`config.mk`:
```
export PLATFORM = sky130hd
export DESIGN_NAME = arm64_load_store_fault_decoder
export DESIGN_NICKNAME = d
export VERILOG_FILES = /design/src/hw/rtl/arm64_lsfd_pkg.sv /design/src/hw/rtl/arm64_load_store_fault_decoder.sv
export SDC_FILE = /design/constraint.sdc
export NUM_CORES = 1
export LEC_CHECK = 0
export ABC_CLOCK_PERIOD_IN_PS = 12910
export BUFFER_PORTS_ARGS = -buffer_cell sky130_fd_sc_hd__buf_4
export CORE_MARGIN = 4
export CORE_UTILIZATION = 26
export DETAILED_ROUTE_END_ITERATION = 6
export PLACE_DENSITY = 0.45
export SLEW_MARGIN = 10
export SYNTH_ARGS = -nofsm -noshare
export SYNTH_HDL_FRONTEND = slang
export SYNTH_SLANG_ARGS = --single-unit
```
`constraint.sdc`:
```
create_clock -name clock -period 12.91 [get_ports clock]
set_clock_uncertainty 0.1 [all_clocks]
set_input_delay 3.873 -clock clock [delete_from_list [all_inputs] [get_ports clock]]
set_output_delay 3.873 -clock clock [all_outputs]
set_load 0.03 [all_outputs]
```
`src/hw/rtl/arm64_lsfd_pkg.sv`:
```
// ----------------------------------------------------------------------------
// arm64_lsfd_pkg
// Types, instruction masks and result codes for the load/store fault decoder.
// ----------------------------------------------------------------------------
package arm64_lsfd_pkg;

   // instruction match masks
   localparam logic [31:0] PAIR_MASK  = 32'h3A00_0000;
   localparam logic [31:0] PAIR_MATCH = 32'h2800_0000;
   localparam logic [31:0] ATOM_MASK  = 32'h3F20_0C00;
   localparam logic [31:0] ATOM_MATCH = 32'h3820_0000;
   localparam logic [31:0] CAS_MASK   = 32'h3FA0_7C00;
   localparam logic [31:0] CAS_MATCH  = 32'h08A0_7C00;
   localparam logic [31:0] EXCL_MASK  = 32'h3F20_0000;
   localparam logic [31:0] EXCL_MATCH = 32'h0800_0000;

   // access classes
   localparam logic [2:0] CLASS_PAIR     = 3'd0;
   localparam logic [2:0] CLASS_ATOMIC   = 3'd1;
   localparam logic [2:0] CLASS_CAS      = 3'd2;
   localparam logic [2:0] CLASS_EXCL     = 3'd3;
   localparam logic [2:0] CLASS_SINGLE   = 3'd4;
   localparam logic [2:0] CLASS_PREFETCH = 3'd5;

   // extension modes
   localparam logic [1:0] EXT_ZERO  = 2'd0;
   localparam logic [1:0] EXT_SIGN64 = 2'd1;

   // atomic operations
   localparam logic [2:0] ATOP_SWAP = 3'd4;

   // addressing mode field values
   localparam logic [1:0] MODE_POST = 2'd1;
   localparam logic [1:0] MODE_REG  = 2'd2;
   localparam logic [1:0] PAIR_POST = 2'd1;
   localparam logic [1:0] PAIR_PRE  = 2'd3;

   // csr register indexes
   localparam logic [1:0] CSR_WINDOW_LOW  = 2'd0;
   localparam logic [1:0] CSR_WINDOW_HIGH = 2'd1;
   localparam logic [1:0] CSR_RELOC_OFS   = 2'd2;

   typedef struct packed {
      logic [31:0] instruction_word;
      logic [63:0] fault_address;
   } req_type;

   typedef struct packed {
      logic        handled;
      logic [2:0]  access_class;
      logic        is_load;
      logic        is_vector;
      logic [63:0] real_address;
      logic [4:0]  element_bytes;
      logic [1:0]  extend_mode;
      logic [2:0]  atomic_op;
      logic        status_zero_write;
      logic        base_writeback;
      logic [4:0]  base_register;
      logic [63:0] base_value;
   } rsp_type;

endpackage

```
`src/hw/rtl/arm64_load_store_fault_decoder.sv`:
```
// ----------------------------------------------------------------------------
// arm64_load_store_fault_decoder
// Classifies one faulting AArch64 load/store and reports relocation and
// base writeback information for it.
// ----------------------------------------------------------------------------
//
//   channel | ports                          | moves
//   --------+--------------------------------+-------------------------------
//   req     | req_valid/req_ready/req_payload | instruction word, fault address
//   rsp     | rsp_valid/rsp_ready/rsp_payload | decode result
//   csr     | csr_wr_en/csr_index/csr_wdata   | window and offset registers
//
// rsp_valid rises once a req beat has passed the input register and the
// result register; one beat per cycle while rsp_ready stays high.
// the path is an input register, the decode and 64-bit add/compare, then
// the result register.
// reset (synchronous) empties both stages and clears the csr registers.
// a stalled rsp holds its result; req_ready drops only when both stages
// are full and rsp_ready is low.
module arm64_load_store_fault_decoder (
   input  logic                    clock,
   input  logic                    reset,
   input  logic                    req_valid,
   output logic                    req_ready,
   input  arm64_lsfd_pkg::req_type req_payload,
   output logic                    rsp_valid,
   input  logic                    rsp_ready,
   output arm64_lsfd_pkg::rsp_type rsp_payload,
   input  logic                    csr_wr_en,
   input  logic [1:0]              csr_index,
   input  logic [63:0]             csr_wdata
);

   logic [63:0] win_low_ff, win_low_in;
   logic [63:0] win_high_ff, win_high_in;
   logic [63:0] reloc_ff, reloc_in;

   logic                    s1_valid_ff, s1_valid_in;
   arm64_lsfd_pkg::req_type s1_req_ff, s1_req_in;
   logic                    rsp_valid_ff, rsp_valid_in;
   arm64_lsfd_pkg::rsp_type rsp_ff, rsp_in;

   logic req_fire, rsp_load, s1_adv;

   logic [31:0] w;
   logic [63:0] va;
   logic [63:0] pair_off, imm9_off;
   logic [2:0]  pair_sh;
   logic [2:0]  lg;
   logic        wb;
   logic        in_window;
   logic        dec_ok;
   arm64_lsfd_pkg::rsp_type dec;

   // handshake and stage control
   assign rsp_load  = !rsp_valid_ff || rsp_ready;
   assign s1_adv    = s1_valid_ff && rsp_load;
   assign req_ready = !s1_valid_ff || rsp_load;
   assign req_fire  = req_valid && req_ready;

   assign s1_valid_in  = req_fire ? 1'b1 : (s1_adv ? 1'b0 : s1_valid_ff);
   assign s1_req_in    = req_fire ? req_payload : s1_req_ff;
   assign rsp_valid_in = s1_adv ? 1'b1 : (rsp_ready ? 1'b0 : rsp_valid_ff);

   // csr writes
   always_comb begin
      win_low_in  = win_low_ff;
      win_high_in = win_high_ff;
      reloc_in    = reloc_ff;
      if (csr_wr_en) begin
         case (csr_index)
            arm64_lsfd_pkg::CSR_WINDOW_LOW:  win_low_in  = csr_wdata;
            arm64_lsfd_pkg::CSR_WINDOW_HIGH: win_high_in = csr_wdata;
            arm64_lsfd_pkg::CSR_RELOC_OFS:   reloc_in    = csr_wdata;
            default: ;
         endcase
      end
   end

   // offsets and window check
   assign w  = s1_req_ff.instruction_word;
   assign va = s1_req_ff.fault_address;

   assign pair_sh  = w[26] ? (3'd2 + {1'b0, w[31:30]}) : ((w[31:30] == 2'd2) ? 3'd3 : 3'd2);
   assign pair_off = {{57{w[21]}}, w[21:15]} << pair_sh;
   assign imm9_off = {{55{w[20]}}, w[20:12]};
   assign lg       = {w[23], w[31:30]};
   assign wb       = !w[24] && !w[21] && w[10];

   assign in_window = (win_low_ff != 64'd0) && (va >= win_low_ff) && (va < win_high_ff);

   // instruction form decode
   always_comb begin
      dec    = '0;
      dec_ok = 1'b0;
      if ((w & arm64_lsfd_pkg::PAIR_MASK) == arm64_lsfd_pkg::PAIR_MATCH) begin
         if (w[31:30] != 2'd3) begin
            dec_ok             = 1'b1;
            dec.access_class   = arm64_lsfd_pkg::CLASS_PAIR;
            dec.is_load        = w[22];
            dec.is_vector      = w[26];
            dec.element_bytes  = w[26] ? (5'd4 << w[31:30])
                                       : ((w[31:30] == 2'd2) ? 5'd8 : 5'd4);
            dec.extend_mode    = (!w[26] && w[22] && w[31:30] == 2'd1)
                                 ? arm64_lsfd_pkg::EXT_SIGN64 : arm64_lsfd_pkg::EXT_ZERO;
            if (w[24:23] == arm64_lsfd_pkg::PAIR_POST
                || w[24:23] == arm64_lsfd_pkg::PAIR_PRE) begin
               dec.base_writeback = 1'b1;
               dec.base_register  = w[9:5];
               dec.base_value     = (w[24:23] == arm64_lsfd_pkg::PAIR_POST)
                                    ? va + pair_off : va;
            end
         end
      end else if ((w & arm64_lsfd_pkg::ATOM_MASK) == arm64_lsfd_pkg::ATOM_MATCH) begin
         if ((w[15] && w[14:12] == 3'd0) || (!w[15] && !w[14])) begin
            dec_ok            = 1'b1;
            dec.access_class  = arm64_lsfd_pkg::CLASS_ATOMIC;
            dec.is_load       = 1'b1;
            dec.element_bytes = 5'd1 << w[31:30];
            dec.atomic_op     = w[15] ? arm64_lsfd_pkg::ATOP_SWAP : w[14:12];
         end
      end else if ((w & arm64_lsfd_pkg::CAS_MASK) == arm64_lsfd_pkg::CAS_MATCH) begin
         dec_ok            = 1'b1;
         dec.access_class  = arm64_lsfd_pkg::CLASS_CAS;
         dec.is_load       = 1'b1;
         dec.element_bytes = 5'd1 << w[31:30];
      end else if ((w & arm64_lsfd_pkg::EXCL_MASK) == arm64_lsfd_pkg::EXCL_MATCH) begin
         dec_ok                = 1'b1;
         dec.access_class      = arm64_lsfd_pkg::CLASS_EXCL;
         dec.is_load           = w[22];
         dec.element_bytes     = 5'd1 << w[31:30];
         dec.status_zero_write = !w[22] && !w[23] && (w[20:16] != 5'd31);
      end else if (w[29:27] == 3'b111 && !w[25]
                   && !(!w[24] && w[21] && w[11:10] != arm64_lsfd_pkg::MODE_REG)) begin
         dec.is_vector = w[26];
         if (w[26]) begin
            // simd widths above 16 bytes are rejected
            if (!(w[23] && w[31:30] != 2'd0)) begin
               dec_ok            = 1'b1;
               dec.access_class  = arm64_lsfd_pkg::CLASS_SINGLE;
               dec.is_load       = w[22];
               dec.element_bytes = 5'd1 << lg;
            end
         end else if (w[23:22] == 2'd0) begin
            dec_ok            = 1'b1;
            dec.access_class  = arm64_lsfd_pkg::CLASS_SINGLE;
            dec.element_bytes = 5'd1 << w[31:30];
         end else if (w[31:30] == 2'd3 && w[23:22] == 2'd2) begin
            // prefetch, indexed forms unallocated
            if (!wb) begin
               dec_ok            = 1'b1;
               dec.access_class  = arm64_lsfd_pkg::CLASS_PREFETCH;
               dec.element_bytes = 5'd8;
            end
         end else if (!(w[31] && w[23:22] == 2'd3)) begin
            dec_ok            = 1'b1;
            dec.access_class  = arm64_lsfd_pkg::CLASS_SINGLE;
            dec.is_load       = 1'b1;
            dec.element_bytes = 5'd1 << w[31:30];
            dec.extend_mode   = w[23:22] - 2'd1;
         end
         if (dec_ok && wb) begin
            dec.base_writeback = 1'b1;
            dec.base_register  = w[9:5];
            dec.base_value     = (w[11:10] == arm64_lsfd_pkg::MODE_POST) ? va + imm9_off : va;
         end
      end
   end

   // result assembly, all fields zero when not handled
   always_comb begin
      rsp_in = rsp_ff;
      if (s1_adv) begin
         if (in_window && dec_ok) begin
            rsp_in              = dec;
            rsp_in.handled      = 1'b1;
            rsp_in.real_address = va + reloc_ff;
         end else begin
            rsp_in = '0;
         end
      end
   end

   // registers
   always_ff @(posedge clock) begin
      if (reset) begin
         win_low_ff   <= '0;
         win_high_ff  <= '0;
         reloc_ff     <= '0;
         s1_valid_ff  <= 1'b0;
         rsp_valid_ff <= 1'b0;
      end else begin
         win_low_ff   <= win_low_in;
         win_high_ff  <= win_high_in;
         reloc_ff     <= reloc_in;
         s1_valid_ff  <= s1_valid_in;
         rsp_valid_ff <= rsp_valid_in;
      end
   end

   always_ff @(posedge clock) begin
      s1_req_ff <= s1_req_in;
      rsp_ff    <= rsp_in;
   end

   assign rsp_valid   = rsp_valid_ff;
   assign rsp_payload = rsp_ff;

   // checks
   a_full_stall_blocks: assert property (@(posedge clock) disable iff (reset)
      (s1_valid_ff && rsp_valid_ff && !rsp_ready) |-> !req_ready)
      else $error("req accepted while both stages full and stalled");

   a_advance_fills_rsp: assert property (@(posedge clock) disable iff (reset)
      s1_adv |=> rsp_valid_ff)
      else $error("advanced item did not reach result stage");

   a_unhandled_zero: assert property (@(posedge clock) disable iff (reset)
      (rsp_valid_ff && !rsp_ff.handled) |->
         (rsp_ff.real_address == 64'd0 && rsp_ff.element_bytes == 5'd0
          && !rsp_ff.base_writeback))
      else $error("unhandled result carries nonzero fields");

   a_no_wb_zero: assert property (@(posedge clock) disable iff (reset)
      (rsp_valid_ff && !rsp_ff.base_writeback) |->
         (rsp_ff.base_value == 64'd0 && rsp_ff.base_register == 5'd0))
      else $error("base value without writeback");

   a_handled_size: assert property (@(posedge clock) disable iff (reset)
      (rsp_valid_ff && rsp_ff.handled) |->
         ($onehot(rsp_ff.element_bytes) && rsp_ff.access_class <= arm64_lsfd_pkg::CLASS_PREFETCH))
      else $error("handled result with bad size or class");

endmodule
```
==> impl_metrics.csv, run 1 <==
group,metric,value,unit
route,wirelength,120000,um
pwr,power_density,110,nW/um2
route,wl_per_cell,21.5,um
clock_network,cts_resized,0,
logic_synthesis,synth_seq_area_share,0.359,
clock_network,clkSinkCount,436,
logic_synthesis,synth_area_leaders,"edfxtp_1, ha_1, dfxtp_1",
layout,area_delta_synth_final,18.5,%
setup_path,cpMostUsedCell,"buf_4",
setup_path,end_kind,"output pin",
layout,mostFrequentLayoutCell,"nand2_1",
global_route,grt_pass1_vias,27800,
clock_network,clock-root-buffer,"clkbuf_16",
timing,fin_crit_sh,0.663,
logic_synthesis,synth_ff_type,"edfxtp_1",
clock_network,hold_buffers,0,
clock_network,cts.path.max_buffers,3,
setup_path,cp_slowest_stage_delay,0.30,ns
clock_network,clkTransAtPathRegs,0.06,ns
setup_path,cp_max_fo,4,
global_route,grt_start_max_net_pins,79,
clock_network,htree_levels,2,
timing,worstMarginPinSlew,1.14,ns
layout,final_cell_mix,"nand2_1, a21oi_1, buf_4",
floorplanning,chipHeight,354,um
global_route,grt-ovfl-total,0,
placement,hpwl,92700,um
setup_path,path_delay_family,"simple AND/OR/NAND/NOR gates",
logic_synthesis,synth_top_cell_by_area,"edfxtp_1",
logic_synthesis,synthArstFlopShare,0,
logic_synthesis,yosysUniqueCellTypes,98,
logic_synthesis,ys_warn_count,0,
run_status,status,"complete, no violations",
logic_synthesis,syn_area,31100,um2
timing,period_needed,8.56,ns
global_route,grt_util_all_layers,0.185,
floorplanning,start_util,0.263,
setup_path,slowest_stage,"nor2b_1",
floorplanning,rows,126,
pwr,power_leakage,14.3,nW
setup_path,crit_chain,"buf_4 > nor2b_1 > nand2_1 > buf_4",
logic_synthesis,yosys.area.top_type_share,0.234,
clock_network,cts_buffers,54,
floorplanning,die-width,354,um
clock_network,cts_setup_buffers,0,
route,drt_pass1_iterations,6,
timing,holdWs,0.353,ns
logic_synthesis,synth-seq-cells,436,
placement,portBuffers,314,
timing,slew_viol_final,0,
logic_synthesis,synthCells,3723,
min_path,worstHoldPathType,"reg -> reg",
setup_path,cp-start-kind,"input port",
layout,finalCoreUtilization,0.311,
clock_network,cts_tree,"yes",
setup_path,critPathBufInv,2,
timing,finalSetupTns,0,ns
logic_synthesis,synth_edf_count,242,
setup_path,cp_data_arrival_time,4.59,ns
route,viasPerCell,5.02,
layout,final_layout_size_suffix_gt1_frac,0.121,
logic_synthesis,avgSynthCellArea,8.35,um2
setup_path,required,8.94,ns
layout,fillers,12700,
floorplanning,dieArea,125000,um2
timing,slew_headroom,0.243,
route,num_vias,28100,
floorplanning,core,118000,um2
global_route,grt_pass1_wl,178000,um
placement,place_congestion,0.912,
route,drcViolationCount,0,
flow_run,drv_cap,0,
setup_path,worstSetupPathType,"in -> out",
timing,hold_viol,0,
route,drt_iter0_markers,1885,
timing,setup_viol,0,
route,ant_nets,0,
timing,rsz0062_at_grt,"no",
floorplanning,io_pins,320,
pwr,ir_drop,0.103,mV
layout,fin_nets,4434,
global_route,antenna_found_initial,11,
timing,fmax,117,MHz
clock_network,clkLatencyLatePin,0.65,ns
## layer usage
metal / track usage / vias up / share of wire / routed length, um
li1: - / 13900 / - / -
met1: 0.242 / 13300 / 0.45 / 54000
met2: 0.313 / 658 / 0.47 / 56900
met3: 0.0266 / 164 / 0.043 / 5200
met4: 0.0634 / 2 / 0.035 / 4200
met5: 0 / - / 0.00017 / 20
## kinds of logic (layout without fill, tap and decap cells)
kind of cell / count (synthesis) / in the layout / share of synthesized area
mux: 15 / 15 / 0.00584
buf+inv: 370 / 637 / 0.0464
simple gates: 1261 / 1261 / 0.183
flops: 436 / 436 / 0.359
xor+xnor: 155 / 155 / 0.0437
fa+ha+maj: 322 / 322 / 0.130
compound gates: 1162 / 1162 / 0.232
other cells: 2 / 9 / 0.000242
## flip-flops by register name, summed over array words and instances (netlist names)
name	cells
rsp_valid	1
w	27
s1_valid_ff	1
va	64
rsp_payload	151
reloc_ff	64
win_low_ff	64
win_high_ff	64
## power by group
part	switching, W	internal, W	total, W
Sequential	0.0000793	0.00153	0.00161
Clock	0.000641	0.000913	0.00155
Combinational	0.000552	0.000344	0.000895
## cell usage after synthesis, drive strengths merged (15+ instances only)
| master | n |
|---|---|
| a21oi | 468 |
| nand2 | 623 |
| clkbuf | 150 |
| nand4 | 72 |
| a22oi | 36 |
| dfxtp | 194 |
| and2 | 24 |
| a21boi | 16 |
| nand2b | 24 |
| o211ai | 17 |
| xor2 | 78 |
| and3 | 28 |
| a31oi | 31 |
| buf | 32 |
| nor3 | 57 |
| nor2 | 253 |
| edfxtp | 242 |
| o21a | 22 |
| nor4 | 28 |
| o21bai | 48 |
| o21ai | 207 |
| ha | 319 |
| o22ai | 16 |
| or3 | 15 |
| a21o | 151 |
| nand3 | 59 |
| xnor2 | 77 |
| inv | 188 |
| a211oi | 32 |
| nor2b | 28 |
## through the flow
stage | setup slack, ns | instance area (um2) | std cells | total power (W)
5_1_grt | 4.31 | 36800 | 5596 | 0.00427
3_5_place_dp | 4.35 | 35000 | 5489 | 0.00253
2_1_floorplan | 1.50 | 31100 | 3724 | 0.00222
3_3_place_gp | 4.35 | 35000 | 5489 | 0.00253
6_report | 4.35 | 36800 | 5597 | 0.00406
4_1_cts | 4.34 | 36800 | 5591 | 0.00412
## worst register-to-register path: cells and delay by family (launching register included)
kind,cells,cell delay [ns]
simple gates,2,0.62
buf+inv,3,1.15
flops,1,0.89
compound gates,7,2.78
## layout make-up
class	instances	area, um2	area share
antenna	6	15.0	0.000408
clock inverter	33	295	0.00802
timing repair buffer	347	2610	0.0708
sequential	436	11200	0.303
inverter	188	708	0.0192
tap	1600	2000	0.0544
multi-input combinational	2918	18500	0.503
clock buffer	69	1520	0.0413
## final timing paths
path	start	cells after the start	endpoint	slack (ns)
max	rsp_ready	4	req_ready	4.35
min	win_high_ff[47]	2	win_high_ff[47]	0.35
max reg2reg	w[24]	12	rsp_payload[44]	7.14
min reg2reg	win_high_ff[47]	2	win_high_ff[47]	0.35
Power figures use the tool's default switching activity.
==> run 2: changes to the inputs <==
--- a/config.mk
+++ b/config.mk
@@ -5,7 +5,7 @@
 export SDC_FILE = /design/constraint.sdc
 export NUM_CORES = 1
 export LEC_CHECK = 0
-export ABC_CLOCK_PERIOD_IN_PS = 12910
+export ABC_CLOCK_PERIOD_IN_PS = 8730
 export BUFFER_PORTS_ARGS = -buffer_cell sky130_fd_sc_hd__buf_4
 export CORE_MARGIN = 4
 export CORE_UTILIZATION = 26
==> constraint.sdc (replaced) <==
create_clock -name clock -period 8.73 [get_ports clock]
set_clock_uncertainty 0.1 [all_clocks]
set_input_delay 2.619 -clock clock [delete_from_list [all_inputs] [get_ports clock]]
set_output_delay 2.619 -clock clock [all_outputs]
set_load 0.03 [all_outputs]
==> run 2 against run 1 <==
- critical path depth stayed put
- highest routed layer is now met4
- largest cell class unchanged
- clock power is 56% higher
- design area is 0.18% higher
- hold slack about the same
- register-to-register slack lost 4.0 ns
- die area is the same
- largest power group is now the clock network
==> impl_metrics.csv, run 2 (synthesized netlist as in run 1, its figures left out) <==
group,metric,value,unit
timing,fin_crit_sh,0.693,
timing,setup_ws,2.68,ns
placement,hpwl,91500,um
layout,regArea,11200,um2
layout,fillers,12700,
placement,dp_slack,2.68,ns
min_path,worstHoldPathType,"reg -> reg",
layout,fin_nets,4428,
layout,final_layout_size_suffix_gt1_frac,0.122,
layout,largest_reg_flops,151,
layout,final_cell_mix,"nand2_1, a21oi_1, buf_4",
flow_run,drv_cap,0,
floorplanning,io_pins,320,
timing,slew_viol_final,0,
floorplanning,core,118000,um2
global_route,grt-ovfl-total,0,
clock_network,cts.path.max_buffers,3,
route,viasPerCell,5.02,
setup_path,cp_max_fo,4,
clock_network,clkLatencyLatePin,0.67,ns
setup_path,worstSetupPathType,"in -> out",
floorplanning,die-width,354,um
timing,worstMarginPinSlew,1.18,ns
clock_network,clkSinkCount,436,
route,drt_iter0_markers,1862,
layout,multi_input_area,18500,um2
global_route,grt_util_all_layers,0.187,
setup_path,cp_data_arrival_time,3.33,ns
pwr,finalPower,0.00612,W
layout,area_delta_synth_final,18.7,%
clock_network,clock-root-buffer,"clkbuf_16",
global_route,grt_pass1_wl,179000,um
global_route,grt_pass1_vias,27500,
route,drcViolationCount,0,
clock_network,cts_buffers,56,
floorplanning,rows,126,
timing,fmax,165,MHz
route,drt_pass1_iterations,7,
global_route,antenna_found_initial,3,
timing,period_needed,6.05,ns
clock_network,cts_tree,"yes",
timing,rsz0062_at_grt,"no",
route,wl_per_cell,21.7,um
timing,slew_headroom,0.206,
timing,hold_viol,0,
placement,portBuffers,314,
layout,stdcell_area,36900,um2
clock_network,htree_levels,2,
timing,setup_viol,0,
setup_path,cp-start-kind,"input port",
pwr,power_density,166,nW/um2
clock_network,cts_setup_buffers,0,
layout,mostFrequentLayoutCell,"nand2_1",
placement,place_area,35000,um2
route,wirelength,121000,um
route,ant_nets,0,
floorplanning,chipHeight,354,um
route,num_vias,28100,
setup_path,end_kind,"output pin",
clock_network,cts_resized,0,
timing,finalSetupTns,0,ns
clock_network,clkTransAtPathRegs,0.06,ns
run_status,status,"complete, no violations",
floorplanning,dieArea,125000,um2
pwr,ir_drop,0.141,mV
floorplanning,start_util,0.263,
placement,place_congestion,0.891,
clock_network,hold_buffers,0,
setup_path,required,6.01,ns
pwr,power_leakage,14.4,nW
global_route,grt_start_max_net_pins,133,
==> run 2: worst paths after layout <==
| kind | slack [ns] | depth (start not counted) | end | startpoint |
|---|---|---|---|---|
| min reg2reg | 0.35 | 2 | win_high_ff[27] | win_high_ff[27] |
| max reg2reg | 3.16 | 15 | rsp_payload[55] | w[31] |
| min | 0.35 | 2 | win_high_ff[27] | win_high_ff[27] |
| max | 2.68 | 4 | req_ready | rsp_ready |
==> run 2: layout make-up <==
type	count	area share
Multi-Input combinational cell	2918	0.502
Sequential cell	436	0.302
Timing Repair Buffer	339	0.0701
Tap cell	1600	0.0543
Clock buffer	76	0.0433
Inverter	188	0.0192
Clock inverter	30	0.00861
Antenna cell	2	0.000136
==> run 2: metal layers <==
layer | wire [um] | GRT usage | share of wire
met4 | 2310 | 0.0371 | 0.019
met1 | 54700 | 0.247 | 0.45
met2 | 58800 | 0.324 | 0.48
met3 | 5560 | 0.0291 | 0.046
met5 | 0 | 0 | 0
==> run 2: stage by stage <==
stage	instances	hold slack, ns	util
after global routing	5588	0.367	0.312
after CTS	5587	0.355	0.312
after floorplan	3724	0.336	-
final	5589	0.353	0.312
after detailed placement	5481	0.347	0.295
after global placement	5481	0.343	0.295
==> run 2: worst max-delay path, cell delays in order <==
cell	delay, ns
buf_4	0.11
nor2b_1	0.30
nand2_1	0.12
buf_4	0.18
==> run 2: power breakdown <==
group	internal, W	total, W	switching, W
sequential	0.00226	0.00238	0.000120
clock	0.00141	0.00242	0.00100
combinational	0.000507	0.00133	0.000822
==> run 3: changes to the inputs <==
--- a/config.mk
+++ b/config.mk
@@ -5,7 +5,7 @@
 export SDC_FILE = /design/constraint.sdc
 export NUM_CORES = 1
 export LEC_CHECK = 0
-export ABC_CLOCK_PERIOD_IN_PS = 8730
+export ABC_CLOCK_PERIOD_IN_PS = 5800
 export BUFFER_PORTS_ARGS = -buffer_cell sky130_fd_sc_hd__buf_4
 export CORE_MARGIN = 4
 export CORE_UTILIZATION = 26
==> constraint.sdc (replaced) <==
create_clock -name clock -period 5.8 [get_ports clock]
set_clock_uncertainty 0.1 [all_clocks]
set_input_delay 1.74 -clock clock [delete_from_list [all_inputs] [get_ports clock]]
set_output_delay 1.74 -clock clock [all_outputs]
set_load 0.03 [all_outputs]
==> run 3 against run 2 <==
- global-route usage up 0.11 points
- combinational power up 53%
- hold slack worse by 0.0017 ns
- sequential power up 50%
==> impl_metrics.csv, run 3 (synthesized netlist as in run 1, its figures left out) <==
group,metric,value,unit
timing,worstMarginPinSlew,0.947,ns
setup_path,cp_max_fo,11,
setup_path,startpoint,"w[26]",
clock_network,cts_tree,"yes",
timing,fin_crit_sh,0.850,
clock_network,clkTransAtPathRegs,0.06,ns
clock_network,htree_levels,2,
pwr,sequentialPowerShare,0.389,
floorplanning,start_util,0.263,
floorplanning,core,118000,um2
pwr,power_leakage,14.5,nW
layout,regArea,11200,um2
global_route,grt_pass1_vias,27700,
global_route,grt_pass1_wl,180000,um
route,wirelength,122000,um
setup_path,cp-start-kind,"flip-flop",
placement,place_congestion,0.909,
route,wl_per_cell,21.8,um
layout,mostFrequentLayoutCell,"nand2_1",
clock_network,cts.path.max_buffers,3,
floorplanning,dieArea,125000,um2
clock_network,clock-root-buffer,"clkbuf_16",
timing,hold_viol,0,
timing,period_needed,4.93,ns
route,drcViolationCount,0,
route,viasPerCell,5.03,
setup_path,worstSetupPathType,"reg -> reg",
layout,area_delta_synth_final,19.3,%
setup_path,reg2reg_from,"w[26]",
route,drt_pass1_iterations,6,
route,num_vias,28300,
clock_network,cts_setup_buffers,0,
placement,portBuffers,314,
pwr,switchingPower,0.00290,W
layout,final_layout_size_suffix_gt1_frac,0.127,
setup_path,cp_data_arrival_time,5.19,ns
placement,dp_slack,0.924,ns
timing,holdWs,0.352,ns
timing,setup_ws,0.873,ns
placement,hpwl,93500,um
route,met3_length,4820,um
route,wl_met2,58900,um
pwr,power_density,247,nW/um2
floorplanning,rows,126,
timing,slew_viol_final,0,
global_route,grt-ovfl-total,0,
floorplanning,die-width,354,um
route,drt_iter0_markers,1889,
clock_network,clkLatencyLatePin,0.65,ns
timing,slew_headroom,0.368,
layout,largest_reg_flops,151,
pwr,switching_share,0.316,
pwr,clockPowerShare,0.389,
setup_path,end_kind,"flip-flop",
route,ant_nets,0,
setup_path,r2r_cells,18,
layout,final_cell_mix,"nand2_1, a21oi_1, buf_4",
timing,fmax,203,MHz
setup_path,required,6.06,ns
layout,fillers,12700,
pwr,combinationalPowerShare,0.222,
floorplanning,io_pins,320,
setup_path,worstSetupEndpoint,"rsp_payload[55]",
pwr,intPower,0.00626,W
layout,multi_input_area,18500,um2
pwr,ir_drop,0.204,mV
layout,fin_nets,4460,
timing,finalSetupTns,0,ns
flow_run,drv_cap,0,
min_path,worstHoldPathType,"reg -> reg",
setup_path,r2r_end,"rsp_payload[55]",
clock_network,cts_buffers,56,
global_route,grt_util_all_layers,0.188,
timing,setup_viol,0,
clock_network,cts_resized,0,
timing,rsz0062_at_grt,"no",
run_status,status,"complete, no violations",
global_route,antenna_found_initial,6,
route,wl_met1,55500,um
setup_path,ff2ff_setup_slack,0.87,ns
floorplanning,chipHeight,354,um
clock_network,hold_buffers,0,
clock_network,clkSinkCount,436,
global_route,grt_start_max_net_pins,101,
route,highest_layer,"met4",
## run 3: layer usage
metal	global-route usage	vias to the layer above
met5	0	-
met4	0.0464	0
met3	0.0234	122
met2	0.326	658
met1	0.248	13500
li1	-	14000
## run 3: power groups by stage
stage               Sequential [W]  Clock [W]  Combinational, W
global placement           0.00363          0           0.00203
finish                     0.00356    0.00357           0.00203
detailed placement         0.00363          0           0.00202
CTS                        0.00357    0.00370           0.00203
global route               0.00358    0.00381           0.00225
floorplan                  0.00365          0           0.00127
## run 3: how the worst min path moves through the flow
stage | start | endpoint | slack (ns) | depth (start not counted)
after global routing | win_high_ff[33] | win_high_ff[33] | 0.37 | 2
after floorplan | win_high_ff[10] | win_high_ff[10] | 0.34 | 2
after detailed placement | win_high_ff[19] | win_high_ff[19] | 0.35 | 2
after global placement | win_high_ff[37] | win_high_ff[37] | 0.34 | 2
after CTS | win_high_ff[19] | win_high_ff[19] | 0.35 | 2
final | win_high_ff[19] | win_high_ff[19] | 0.35 | 2
## run 3: stage by stage
step	instance area (um2)	cells	power [W]	util
2_1_floorplan	31100	3724	0.00493	-
3_3_place_gp	35200	5513	0.00566	0.298
3_5_place_dp	35200	5513	0.00565	0.298
4_1_cts	37100	5618	0.00930	0.313
5_1_grt	37100	5620	0.00964	0.313
6_report	37100	5620	0.00916	0.313
## run 3: layout make-up
| type | count | area share |
|---|---|---|
| clock buffers | 76 | 0.0414 |
| clock inverters | 29 | 0.00833 |
| flip-flops and latches | 436 | 0.301 |
| diodes | 2 | 0.000135 |
| multi-input cells | 2918 | 0.500 |
| repair buffers | 371 | 0.0766 |
| well taps | 1600 | 0.0540 |
| inverters | 188 | 0.0191 |
## run 3: critical path: stages (launching register included)
cell and delay, ns:
edfxtp_1 0.55, buf_4 0.25, inv_1 0.19, nor2_1 0.10, a22o_1 0.21, nand2_1 0.06, o21ai_0 0.14, ha_1 0.34
a21oi_1 0.16, nand2_1 0.10, o211ai_1 0.37, a41oi_1 0.26, o21ai_1 0.31, a21oi_1 0.16, o21bai_1 0.51, a21boi_0 0.19
o31ai_1 0.29, mux2i_1 0.22, o22ai_1 0.12
